===== src/design/fre_pkg.sv =====
// Shared types, constants and run encoding function for the frame RLE encoder.
// Used by fre_front, fre_queue, fre_back and frame_rle_encoder_core.
`default_nettype none
package fre_pkg;

  localparam int MAX_FRAME_BYTES = 65535;
  localparam int BURST_MAX       = 3;
  localparam int QUEUE_DEPTH     = 4;
  localparam int QPTR_W          = $clog2(QUEUE_DEPTH);

  localparam logic [3:0] RUN_MAX = 4'd15;
  localparam logic [3:0] RUN_MIN = 4'd3;

  typedef logic [1:0] burst_cnt_t;

  typedef struct packed {
    burst_cnt_t                      cnt;
    logic [BURST_MAX-1:0][7:0]       bytes;
    logic                            frame_end;
    logic [15:0]                     frame_bytes;
  } burst_t;

  typedef struct packed {
    burst_cnt_t      cnt;
    logic [1:0][7:0] bytes;
  } run_enc_t;

  typedef struct packed {
    logic   empty;
    logic   full;
  } queue_status_t;

  function automatic run_enc_t encode_run(input logic active, input logic [3:0] len,
                                          input logic [7:0] val);
    run_enc_t r;
    r.cnt   = 2'd0;
    r.bytes = '0;
    if (active) begin
      if (len >= RUN_MIN) begin
        r.cnt      = 2'd2;
        r.bytes[0] = {4'd0, len - RUN_MIN};
        r.bytes[1] = val;
      end else if (len == 4'd2) begin
        r.cnt      = 2'd2;
        r.bytes[0] = val;
        r.bytes[1] = val;
      end else if (len == 4'd1) begin
        r.cnt      = 2'd1;
        r.bytes[0] = val;
      end
    end
    return r;
  endfunction

endpackage
`default_nettype wire


===== src/design/fre_front.sv =====
// Front part: accepts pixels, tracks the open run and byte total, builds bursts.
// Depends on fre_pkg.
`default_nettype none
module fre_front (
  input  wire logic           clk,
  input  wire logic           rst_n,
  input  wire logic           in_push,
  input  wire logic [7:0]     in_pixel,
  input  wire logic           in_frame_end,
  input  wire logic           cfg_valid,
  input  wire logic           cfg_data,
  input  wire logic           q_full,
  output logic                q_push,
  output fre_pkg::burst_t     q_data
);

  logic        rle_enable_r, rle_enable_nxt;
  logic        run_active_r, run_active_nxt;
  logic [7:0]  run_value_r,  run_value_nxt;
  logic [3:0]  run_length_r, run_length_nxt;
  logic [15:0] byte_total_r, byte_total_nxt;

  logic               accept;
  logic               brk;
  logic               new_active;
  logic [7:0]         new_value;
  logic [3:0]         new_length;
  fre_pkg::run_enc_t  first_enc;
  fre_pkg::run_enc_t  second_enc;
  fre_pkg::burst_cnt_t total_cnt;
  logic [16:0]        sum;
  logic [15:0]        sat_total;

  assign accept = in_push && !q_full;

  always_comb begin
    brk        = run_active_r && ((in_pixel != run_value_r) || (run_length_r >= fre_pkg::RUN_MAX));
    first_enc  = '0;
    second_enc = '0;
    new_active = run_active_r;
    new_value  = run_value_r;
    new_length = run_length_r;
    if (!rle_enable_r) begin
      first_enc           = fre_pkg::encode_run(run_active_r, run_length_r, run_value_r);
      second_enc.cnt      = 2'd1;
      second_enc.bytes[0] = in_pixel;
      new_active          = 1'b0;
      new_length          = 4'd0;
    end else begin
      if (brk) begin
        first_enc = fre_pkg::encode_run(run_active_r, run_length_r, run_value_r);
      end
      if (brk || !run_active_r) begin
        new_active = 1'b1;
        new_value  = in_pixel;
        new_length = 4'd1;
      end else begin
        new_length = run_length_r + 4'd1;
      end
      if (in_frame_end) begin
        second_enc = fre_pkg::encode_run(new_active, new_length, new_value);
        new_active = 1'b0;
        new_length = 4'd0;
      end
    end
  end

  always_comb begin
    total_cnt = first_enc.cnt + second_enc.cnt;
    q_data    = '0;
    unique case (first_enc.cnt)
      2'd0: begin
        q_data.bytes[0] = second_enc.bytes[0];
        q_data.bytes[1] = second_enc.bytes[1];
      end
      2'd1: begin
        q_data.bytes[0] = first_enc.bytes[0];
        q_data.bytes[1] = second_enc.bytes[0];
        q_data.bytes[2] = second_enc.bytes[1];
      end
      default: begin
        q_data.bytes[0] = first_enc.bytes[0];
        q_data.bytes[1] = first_enc.bytes[1];
        q_data.bytes[2] = second_enc.bytes[0];
      end
    endcase
    sum = {1'b0, byte_total_r} + {15'd0, total_cnt};
    if (sum > 17'(fre_pkg::MAX_FRAME_BYTES)) begin
      sat_total = 16'(fre_pkg::MAX_FRAME_BYTES);
    end else begin
      sat_total = sum[15:0];
    end
    q_data.cnt         = total_cnt;
    q_data.frame_end   = in_frame_end;
    q_data.frame_bytes = sat_total;
    q_push             = accept && (total_cnt != 2'd0);
  end

  always_comb begin
    rle_enable_nxt = cfg_valid ? cfg_data : rle_enable_r;
    run_active_nxt = run_active_r;
    run_value_nxt  = run_value_r;
    run_length_nxt = run_length_r;
    byte_total_nxt = byte_total_r;
    if (accept) begin
      run_active_nxt = new_active;
      run_value_nxt  = new_value;
      run_length_nxt = new_length;
      byte_total_nxt = in_frame_end ? 16'd0 : sat_total;
    end
  end

  always_ff @(posedge clk) begin
    if (!rst_n) begin
      rle_enable_r <= 1'b1;
      run_active_r <= 1'b0;
      run_value_r  <= 8'd0;
      run_length_r <= 4'd0;
      byte_total_r <= 16'd0;
    end else begin
      rle_enable_r <= rle_enable_nxt;
      run_active_r <= run_active_nxt;
      run_value_r  <= run_value_nxt;
      run_length_r <= run_length_nxt;
      byte_total_r <= byte_total_nxt;
    end
  end

endmodule
`default_nettype wire


===== src/design/fre_queue.sv =====
// Short burst queue between the front and back parts.
// Depends on fre_pkg.
`default_nettype none
module fre_queue (
  input  wire logic              clk,
  input  wire logic              rst_n,
  input  wire logic              push,
  input  wire fre_pkg::burst_t   wr_data,
  input  wire logic              pop,
  output fre_pkg::burst_t        rd_data,
  output fre_pkg::queue_status_t status
);

  fre_pkg::burst_t mem [fre_pkg::QUEUE_DEPTH];

  logic [fre_pkg::QPTR_W-1:0] wr_ptr_r, wr_ptr_nxt;
  logic [fre_pkg::QPTR_W-1:0] rd_ptr_r, rd_ptr_nxt;
  logic [fre_pkg::QPTR_W:0]   count_r,  count_nxt;
  logic                       do_push;
  logic                       do_pop;

  always_comb begin
    status.empty = (count_r == '0);
    status.full  = (count_r == (fre_pkg::QPTR_W+1)'(fre_pkg::QUEUE_DEPTH));
    do_push      = push && !status.full;
    do_pop       = pop && !status.empty;
    wr_ptr_nxt   = do_push ? wr_ptr_r + 1'b1 : wr_ptr_r;
    rd_ptr_nxt   = do_pop ? rd_ptr_r + 1'b1 : rd_ptr_r;
    count_nxt    = count_r;
    if (do_push && !do_pop) begin
      count_nxt = count_r + 1'b1;
    end else if (do_pop && !do_push) begin
      count_nxt = count_r - 1'b1;
    end
  end

  assign rd_data = mem[rd_ptr_r];

  always_ff @(posedge clk) begin
    if (do_push) begin
      mem[wr_ptr_r] <= wr_data;
    end
  end

  always_ff @(posedge clk) begin
    if (!rst_n) begin
      wr_ptr_r <= '0;
      rd_ptr_r <= '0;
      count_r  <= '0;
    end else begin
      wr_ptr_r <= wr_ptr_nxt;
      rd_ptr_r <= rd_ptr_nxt;
      count_r  <= count_nxt;
    end
  end

endmodule
`default_nettype wire


===== src/design/fre_back.sv =====
// Back part: splits queued bursts into single result bytes behind an output register.
// Depends on fre_pkg.
`default_nettype none
module fre_back (
  input  wire logic                   clk,
  input  wire logic                   rst_n,
  input  wire fre_pkg::burst_t        q_data,
  input  wire fre_pkg::queue_status_t q_status,
  output logic                        q_pop,
  input  wire logic                   out_pop,
  output logic                        out_empty,
  output logic [7:0]                  out_byte,
  output logic                        out_burst_last,
  output logic                        out_frame_done,
  output logic [15:0]                 out_frame_bytes
);

  logic        valid_r, valid_nxt;
  logic [1:0]  idx_r,   idx_nxt;
  logic [7:0]  byte_r,  byte_nxt;
  logic        last_r,  last_nxt;
  logic        done_r,  done_nxt;
  logic [15:0] total_r, total_nxt;

  logic       load;
  logic       at_last;
  logic [7:0] sel_byte;

  always_comb begin
    case (idx_r)
      2'd0:    sel_byte = q_data.bytes[0];
      2'd1:    sel_byte = q_data.bytes[1];
      default: sel_byte = q_data.bytes[2];
    endcase
    load      = !valid_r || out_pop;
    at_last   = (idx_r == (q_data.cnt - 2'd1));
    q_pop     = load && !q_status.empty && at_last;
    valid_nxt = valid_r;
    idx_nxt   = idx_r;
    byte_nxt  = byte_r;
    last_nxt  = last_r;
    done_nxt  = done_r;
    total_nxt = total_r;
    if (load) begin
      valid_nxt = !q_status.empty;
      if (!q_status.empty) begin
        byte_nxt  = sel_byte;
        last_nxt  = at_last;
        done_nxt  = at_last && q_data.frame_end;
        total_nxt = (at_last && q_data.frame_end) ? q_data.frame_bytes : 16'd0;
        idx_nxt   = at_last ? 2'd0 : idx_r + 2'd1;
      end
    end
  end

  always_ff @(posedge clk) begin
    if (!rst_n) begin
      valid_r <= 1'b0;
      idx_r   <= 2'd0;
    end else begin
      valid_r <= valid_nxt;
      idx_r   <= idx_nxt;
    end
  end

  always_ff @(posedge clk) begin
    byte_r  <= byte_nxt;
    last_r  <= last_nxt;
    done_r  <= done_nxt;
    total_r <= total_nxt;
  end

  assign out_empty       = !valid_r;
  assign out_byte        = byte_r;
  assign out_burst_last  = last_r;
  assign out_frame_done  = done_r;
  assign out_frame_bytes = total_r;

endmodule
`default_nettype wire


===== src/design/frame_rle_encoder_core.sv =====
// Frame RLE encoder top level: front part, burst queue, back part.
// Depends on fre_pkg, fre_front, fre_queue, fre_back.
// A pixel's result bytes pass through the burst queue and the back part's output register.
// Throughput: one pixel per cycle in, one result byte per cycle out while popped; a pixel causes
// 0 to 3 bytes, and the 4-entry burst queue absorbs bursts until full back-pressures the input.
// Reset (rst_n low, synchronous): RLE enabled, no open run, byte total zero, queue and output empty.
`default_nettype none
module frame_rle_encoder_core (
  input  wire logic        clk,
  input  wire logic        rst_n,
  input  wire logic        in_push,
  output logic             in_full,
  input  wire logic [7:0]  in_pixel,
  input  wire logic        in_frame_end,
  input  wire logic        cfg_valid,
  output logic             cfg_ready,
  input  wire logic        cfg_data,
  output logic             out_empty,
  input  wire logic        out_pop,
  output logic [7:0]       out_byte,
  output logic             out_burst_last,
  output logic             out_frame_done,
  output logic [15:0]      out_frame_bytes
);

  fre_pkg::burst_t        push_data;
  fre_pkg::burst_t        head_data;
  fre_pkg::queue_status_t q_status;
  logic                   q_push;
  logic                   q_pop;

  assign cfg_ready = 1'b1;
  assign in_full   = q_status.full;

  fre_front u_front (
    .clk          (clk),
    .rst_n        (rst_n),
    .in_push      (in_push),
    .in_pixel     (in_pixel),
    .in_frame_end (in_frame_end),
    .cfg_valid    (cfg_valid),
    .cfg_data     (cfg_data),
    .q_full       (q_status.full),
    .q_push       (q_push),
    .q_data       (push_data)
  );

  fre_queue u_queue (
    .clk     (clk),
    .rst_n   (rst_n),
    .push    (q_push),
    .wr_data (push_data),
    .pop     (q_pop),
    .rd_data (head_data),
    .status  (q_status)
  );

  fre_back u_back (
    .clk             (clk),
    .rst_n           (rst_n),
    .q_data          (head_data),
    .q_status        (q_status),
    .q_pop           (q_pop),
    .out_pop         (out_pop),
    .out_empty       (out_empty),
    .out_byte        (out_byte),
    .out_burst_last  (out_burst_last),
    .out_frame_done  (out_frame_done),
    .out_frame_bytes (out_frame_bytes)
  );

endmodule
`default_nettype wire

===== config.mk =====
export PLATFORM = sky130hd
export DESIGN_NAME = frame_rle_encoder_core
export DESIGN_NICKNAME = d
export VERILOG_FILES = /design/src/design/fre_pkg.sv /design/src/design/fre_front.sv /design/src/design/fre_queue.sv /design/src/design/fre_back.sv /design/src/design/frame_rle_encoder_core.sv
export SDC_FILE = /design/constraint.sdc
export NUM_CORES = 1
export LEC_CHECK = 0
export ABC_CLOCK_PERIOD_IN_PS = 7300
export BUFFER_PORTS_ARGS = -buffer_cell sky130_fd_sc_hd__buf_2
export CAP_MARGIN = 30
export CORE_MARGIN = 2
export CORE_UTILIZATION = 40
export DETAILED_ROUTE_END_ITERATION = 7
export MAX_ROUTING_LAYER = met4
export SLEW_MARGIN = 20
export SYNTH_ARGS = -nofsm -noshare
export SYNTH_HDL_FRONTEND = slang
export SYNTH_SLANG_ARGS = --single-unit

===== constraint.sdc =====
create_clock -name clk -period 7.3 [get_ports clk]
set_clock_uncertainty 0.1 [all_clocks]
set_input_delay 1.46 -clock clk [delete_from_list [all_inputs] [get_ports clk]]
set_output_delay 1.46 -clock clk [all_outputs]
set_load 0.02 [all_outputs]

==> results.yml, run 1 <==
place:
  io_buffers: 42
  dp_hpwl_um: 14400
  place_area_mm2: 0.0111
  place.gp.congestion: 0.897
worst_setup_path:
  slowest_stage: "or3_1"
  worstPathMaxFanout: 20
  cp_data_required_time_ps: 7640
  worstPathArrival_ps: 6850
  cpPeakStageDelay_ps: 690
  end_kind: "flop"
  crit_type: "input port to flop"
  start_kind: "input port"
  path_cells: "buf_2 -> xnor2_1 -> nand4_4 -> nor4_1 -> inv_1 -> ha_1 -> nand2_1 -> o31ai_1 -> ha_1 -> nand2_1 -> nor4_1 -> nand4b_1 -> xnor2_1 -> inv_1 -> fa_1 -> or4_4 -> or3_1 -> o21ai_1 -> a22oi_1 -> nor2b_1"
floorplan:
  die_x_um: 166
  core_area_mm2: 0.0259
  die_y_um: 166
  rows: 59
  die_area_mm2: 0.0276
  ios: 44
  start_util_pct: 40.5
routing:
  dr.pass1.iters: 6
  drtIter0Drc: 720
  ant_nets: 0
  wirelength_um: 22600
  via_per_inst: 5.53
  vias: 6148
  wire_per_inst_um: 20.3
  drc: 0
sta:
  whs_ps: 387
  period_share_pct: 89.1
  timing.fmax_mhz: 154
  min_period_ps: 6510
  hold_violations: 0
  setup_viol: 0
  tightest_slew_ps: 872
  finalSetupTns_ps: 0
  rsz0062_at_grt: "no"
  slew_violations: 0
  relSlewSlack_pct: 41.9
clocking:
  cts-root-buf: "clkbuf_16"
  cts-hold-fix-buffers: 0
  post_cts_buffers: 0
  cts_tree: "yes"
  cts-resized-gates: 0
  cts_buffers: 26
  cts-htree-levels: 1
  clock_latency_ps: 520
  clkTransAtPathRegs_ps: 60
  clockBufferDepth: 3
  cts_sinks: 240
synthesis:
  yosys_warnings: 0
  ys_seq_area_share_pct: 64.7
  synth_cell_types: 62
  synth_edf_count: 198
  postSynthAreaPerCell_um2: 14.8
  syn-instance-count: 711
  synth-seq-cells: 240
  synth.net_count: 743
  async_reset_ff_share_pct: 0
  netlist_area_mm2: 0.0105
  ys.flop_type: "edfxtp_1"
pwr:
  seq_power_share_pct: 45.1
  p_clk_share_pct: 32.2
  p_int_w: 0.00276
  powerDensity_mw_per_mm2: 326
  p_leak_nw: 4.12
  swShare_pct: 29.0
  peakVddDrop_mv: 0.163
  switchingPower_w: 0.00112
  power_frac_comb_pct: 22.7
job:
  drv_cap: 0
global_route:
  antenna_found_initial: 0
  grtUsageTotal_pct: 16.8
  grt_pass1_vias: 6426
  grt_max_degree: 44
  grt_pass1_wl_um: 36100
  grt-ovfl-total: 0
final_layout:
  drive_gt1_share_pct: 20.2
  syn_to_final_growth_pct: 13.3
  fin_nets: 789
  antennaDiodeCount: 0
  stdcell_area_mm2: 0.0119
hold_path:
  hp-class: "flop to flop"
run_status:
  status: "finished, final reports clean"
==> metrics by stage <==
stage	setup slack, ps	power [W]	utilization [%]	instances
after CTS	981	0.00393	45.9	1112
after detailed placement	473	0.00268	42.7	1064
final	795	0.00388	45.9	1112
after floorplan	1380	0.00239	-	711
after global routing	413	0.00407	45.9	1112
after global placement	719	0.00266	42.7	1063
==> layer usage <==
metal / vias to the layer above / track usage [%] / routed length, um
met5: - / - / 0
met4: 0 / 4.01 / 337
met3: 23 / 2.53 / 1150
met2: 172 / 27.3 / 11000
li1: 2831 / - / -
met1: 3122 / 22.5 / 10100
==> cells in the final DEF (no fill, tap or decap), types with 5 or more instances in the layout <==
cell and n:
and2_1 9, a21oi_1 21, o21ai_0 21, clkbuf_16 27, buf_4 12, nor2b_1 37, nor4_1 7, mux4_2 43
a21boi_0 5, a22o_1 6, clkbuf_1 9, mux2i_1 11, nor2_1 19, nand3_1 21, buf_2 42, and3_1 17
ha_1 15, nor3_1 10, dfxtp_1 40, inv_1 31, a31oi_1 6, o22ai_1 5, nand2_1 43, xnor2_1 19
edfxtp_1 198, a22oi_1 25
==> power groups by stage <==
stage               clock network [W]  registers, W  logic [W]
global placement                    0       0.00178   0.000886
detailed placement                  0       0.00178   0.000895
global route                  0.00133       0.00177   0.000960
finish                        0.00125       0.00175   0.000879
CTS                           0.00128       0.00175   0.000899
floorplan                           0       0.00185   0.000533
==> critical path: cells and delay by family <==
kind / cells / cell delay (ps)
AO/OA/AOI/OAI: 3 / 560
XOR/XNOR: 2 / 730
adder cells (fa/ha/maj): 3 / 1060
buffers and inverters: 3 / 370
AND/OR/NAND/NOR: 9 / 2640
==> kinds of logic (layout without fill, tap and decap cells) <==
family / count (synthesis) / count (layout) / share of synthesized area, %
DFF: 240 / 240 / 64.7
and+or+nand+nor: 191 / 191 / 10.4
AOI/OAI and AO/OA: 117 / 117 / 7.86
buffers and inverters: 68 / 134 / 2.65
muxes: 55 / 55 / 10.4
xor gates and xnor gates: 22 / 22 / 1.84
adders and majority gates: 17 / 17 / 2.17
other: 1 / 1 / 0.0357
==> final cells by class <==
| cell class | count | area [um^2] |
|---|---|---|
| Clock buffer | 38 | 737 |
| Clock inverter | 10 | 81.3 |
| Fill cell | 2227 | 14000 |
| Inverter | 31 | 116 |
| Multi-Input combinational cell | 403 | 3440 |
| Sequential cell | 240 | 6790 |
| Tap cell | 335 | 419 |
| Timing Repair Buffer | 55 | 312 |
==> registers in the layout (all words and copies together) (netlist names), named ones only <==
register and cells:
u_front.run_value_r 8, u_queue.rd_ptr_r 2, u_front.byte_total_r 16, u_queue.count_r 3, u_back.out_burst_last 1, u_back.idx_r 2, u_queue.wr_ptr_r 2, u_front.run_length_r 4
u_queue.mem 172, u_back.out_byte 8, u_back.valid_r 1, u_back.out_frame_done 1, u_front.rle_enable_r 1, u_back.out_frame_bytes 16, u_front.run_active_r 1
==> synth_stat cells (all sizes together), types with 2 or more instances <==
cell	number	area, um^2
o21a	2	15.0
o211ai	2	15.0
nor3	10	50.1
o41ai	2	43.8
nand2	44	173
nor2b	37	231
a21boi	5	37.5
inv	31	116
clkbuf	23	86.3
and2	13	81.3
a21o	4	30.0
or2	4	25.0
fa	2	40.0
nor2	19	71.3
a21oi	21	105
nor4b	2	32.5
nand4	3	33.8
or3	2	12.5
a22o	6	52.6
a22oi	25	188
and3	17	106
nand2b	2	12.5
a31oi	6	37.5
ha	15	188
nand3b	4	30.0
nand3	22	115
mux2i	11	110
xnor2	19	166
o21ai	26	141
mux4	43	968
o221a	4	45.0
edfxtp	198	5950
xor2	3	26.3
nor4	9	86.3
dfxtp	42	841
buf	14	75.1
o31ai	2	15.0
o22ai	5	31.3
==> final timing paths <==
path | start | endpoint | slack, ps | cells past startpoint
max reg2reg | u_front.run_length_r[0] | u_front.byte_total_r[4] | 1170 | 17
min reg2reg | u_back.valid_r | u_back.valid_r | 390 | 2
max | in_pixel[4] | u_front.byte_total_r[4] | 790 | 20
min | u_back.valid_r | u_back.valid_r | 390 | 2
Note: power is estimated with default switching activity, not from simulation.
==> run 2: changes to the inputs <==
Settings changed: ABC_AREA set to 1.
==> run 2 against run 1 <==
  * Worst setup slack better by 910 ps
  * Routed wire length up 4.3%
  * Non-clock buffer count down 1
  * First-iteration DRC count down 0.97%
  * Critical path depth up 11
  * Sequential cell count unchanged
  * Sequential power about the same
  * Via count up 19%
  * Global-route usage up 0.53 points
  * Highest routed layer unchanged
  * Critical path type unchanged
  * Maximum frequency up 16%
  * Critical endpoint is now u_front.byte_total_r[6]
  * Synthesized cell count up 43%
  * Largest power group unchanged
  * Final area up 0.61%
==> results.yml, run 2 <==
final_layout:
  final_common_cell: "edfxtp_1"
  stdcell_area_mm2: 0.0120
  antennaDiodeCount: 0
  final_cell_mix: "edfxtp_1, nand2_1, nor2_1"
  regMostFlops: "u_queue.mem"
  layoutNonFillerInstCount: 1409
  fillCellCount: 2353
  drive_gt1_share_pct: 12.8
  syn_to_final_growth_pct: 12.9
  largest_reg_flops: 172
  fin_util_pct: 45.9
  multiInputGateArea_mm2: 0.00335
  fin_nets: 1088
  final-seq-area_mm2: 0.00679
synthesis:
  synth_most_common_cell: "edfxtp_1"
  synth_cell_types: 43
  synth_edf_count: 198
  ys_top_cells_by_area: "edfxtp_1, dfxtp_1, nand2_1"
  netlist.area_leader.share_pct: 56.1
  ys_seq_area_share_pct: 64.0
  syn-instance-count: 1018
  yosys_warnings: 0
  yosys.area.top_type: "edfxtp_1"
  async_reset_ff_share_pct: 0
  postSynthAreaPerCell_um2: 10.4
  ys.flop_type: "edfxtp_1"
  synth.net_count: 1050
  netlist_top_cells_count: "edfxtp_1, nand2_1, nor2_1, o21ai_0, inv_1"
  netlist_area_mm2: 0.0106
  synth-seq-cells: 240
clocking:
  post_cts_buffers: 0
  cts-root-buf: "clkbuf_16"
  clock_latency_ps: 520
  cts-htree-levels: 1
  cts_buffers: 25
  clkTransAtPathRegs_ps: 60
  clockBufferDepth: 3
  cts-resized-gates: 0
  cts_tree: "yes"
  cts-hold-fix-buffers: 0
  cts_sinks: 240
worst_setup_path:
  worstPathMaxFanout: 15
  crit_end: "u_front.byte_total_r[6]"
  crit_type: "input port to flop"
  worstReg2RegEnd: "u_front.byte_total_r[6]"
  worstPathArrival_ps: 5930
  end_kind: "flop"
  cpPeakStageDelay_ps: 450
  cp_common_cell: "nand2_1"
  reg2reg_depth: 30
  crit_start: "in_pixel[7]"
  cp_data_required_time_ps: 7640
  slowest_stage: "fa_1"
  regToRegSetupSlack_ps: 2080
  start_kind: "input port"
  r2r-start: "u_front.run_length_r[0]"
routing:
  drtIter0Drc: 713
  vias: 7338
  via_per_inst: 5.21
  wire_per_inst_um: 16.7
  drc: 0
  dr.pass1.iters: 5
  ant_nets: 0
  wirelength_um: 23600
pwr:
  p_int_w: 0.00268
  powerDensity_mw_per_mm2: 332
  power_frac_comb_pct: 25.2
  peakVddDrop_mv: 0.352
  p_clk_share_pct: 30.8
  swShare_pct: 32.5
  p_leak_nw: 4.44
  seq_power_share_pct: 44.0
  switchingPower_w: 0.00129
sta:
  rsz0062_at_grt: "no"
  hold_violations: 0
  min_period_ps: 5600
  slew_violations: 0
  finalSetupTns_ps: 0
  timing.fmax_mhz: 179
  whs_ps: 372
  tightest_slew_ps: 928
  setup_viol: 0
  relSlewSlack_pct: 37.6
  period_share_pct: 76.7
global_route:
  antenna_found_initial: 0
  grt_pass1_vias: 6901
  grt_pass1_wl_um: 37700
  grtUsageTotal_pct: 17.4
  grt_max_degree: 87
  grt-ovfl-total: 0
place:
  dpl.cell_count: 1364
  dp_hpwl_um: 14000
  place.gp.congestion: 0.954
  place_area_mm2: 0.0112
  io_buffers: 42
job:
  drv_cap: 0
floorplan:
  ios: 44
  core_area_mm2: 0.0261
  start_util_pct: 40.7
  die_y_um: 167
  rows: 59
  die_area_mm2: 0.0278
  die_x_um: 167
hold_path:
  hp-class: "flop to flop"
run_status:
  status: "finished, final reports clean"
==> run 2: changes by cell type in the layout (fill, tap and decap cells not counted), sizes merged, moves of 25 or more <==
cell	before	now
mux4	43	0
a21oi	21	64
nor2b	37	0
a22oi	25	0
o21ai	26	120
nand2	44	176
inv	31	83
nor2	19	152
==> run 2: worst min-delay path by stage <==
stage                            startpoint                      end  slack, ps  cells past startpoint
floorplan           u_front.byte_total_r[0]  u_front.byte_total_r[0]        350                      2
global placement    u_front.byte_total_r[0]  u_front.byte_total_r[0]        360                      2
detailed placement  u_front.byte_total_r[0]  u_front.byte_total_r[0]        370                      2
CTS                 u_front.byte_total_r[0]  u_front.byte_total_r[0]        370                      2
global route        u_front.byte_total_r[0]  u_front.byte_total_r[0]        400                      2
finish              u_front.byte_total_r[0]  u_front.byte_total_r[0]        370                      2
==> run 2: final cells by class <==
cell class,instances,area share [%]
clock buffers,31,5.50
multi-input cells,652,28.0
flip-flops and latches,240,56.7
repair buffers,54,2.61
inverters,83,2.61
well taps,335,3.50
clock inverters,14,1.05
==> run 2: cell families after synthesis <==
logic type / synth area share (%)
AND/OR/NAND/NOR: 15.5
flip-flops: 64.0
AO/OA/AOI/OAI: 12.0
buffers and inverters: 4.76
XOR/XNOR: 1.49
adder cells (fa/ha/maj): 2.15
other: 0.0354
==> run 2: routing by layer <==
metal  track usage, %  up-vias  part of all wire (%)
met4             5.47        0                   2.2
met3             2.50       43                   6.9
met2             25.7      252                    44
met1             24.8     3439                    47
met5                -        -                     0
li1                 -     3604                     -
==> run 2: power by group through the flow <==
stage                     clock [W]  sequential [W]  combinational, W
after global routing        0.00130         0.00177           0.00112
after detailed placement          0         0.00178           0.00102
final                       0.00122         0.00175           0.00100
after CTS                   0.00125         0.00175           0.00102
after global placement            0         0.00178           0.00101
after floorplan                   0         0.00188          0.000591
==> run 2: critical path: cells and delay by family <==
family	cells	cell delay (ps)
and+or+nand+nor	17	2370
adders and majority gates	3	860
buffers and inverters	8	630
AOI/OAI and AO/OA	3	590
==> run 2: through the flow <==
stage / total power [W] / setup WS [ps]
5_1_grt: 0.00419 / 1110
3_5_place_dp: 0.00280 / 1110
2_1_floorplan: 0.00247 / 1490
6_report: 0.00397 / 1700
3_3_place_gp: 0.00279 / 1300
4_1_cts: 0.00402 / 1670
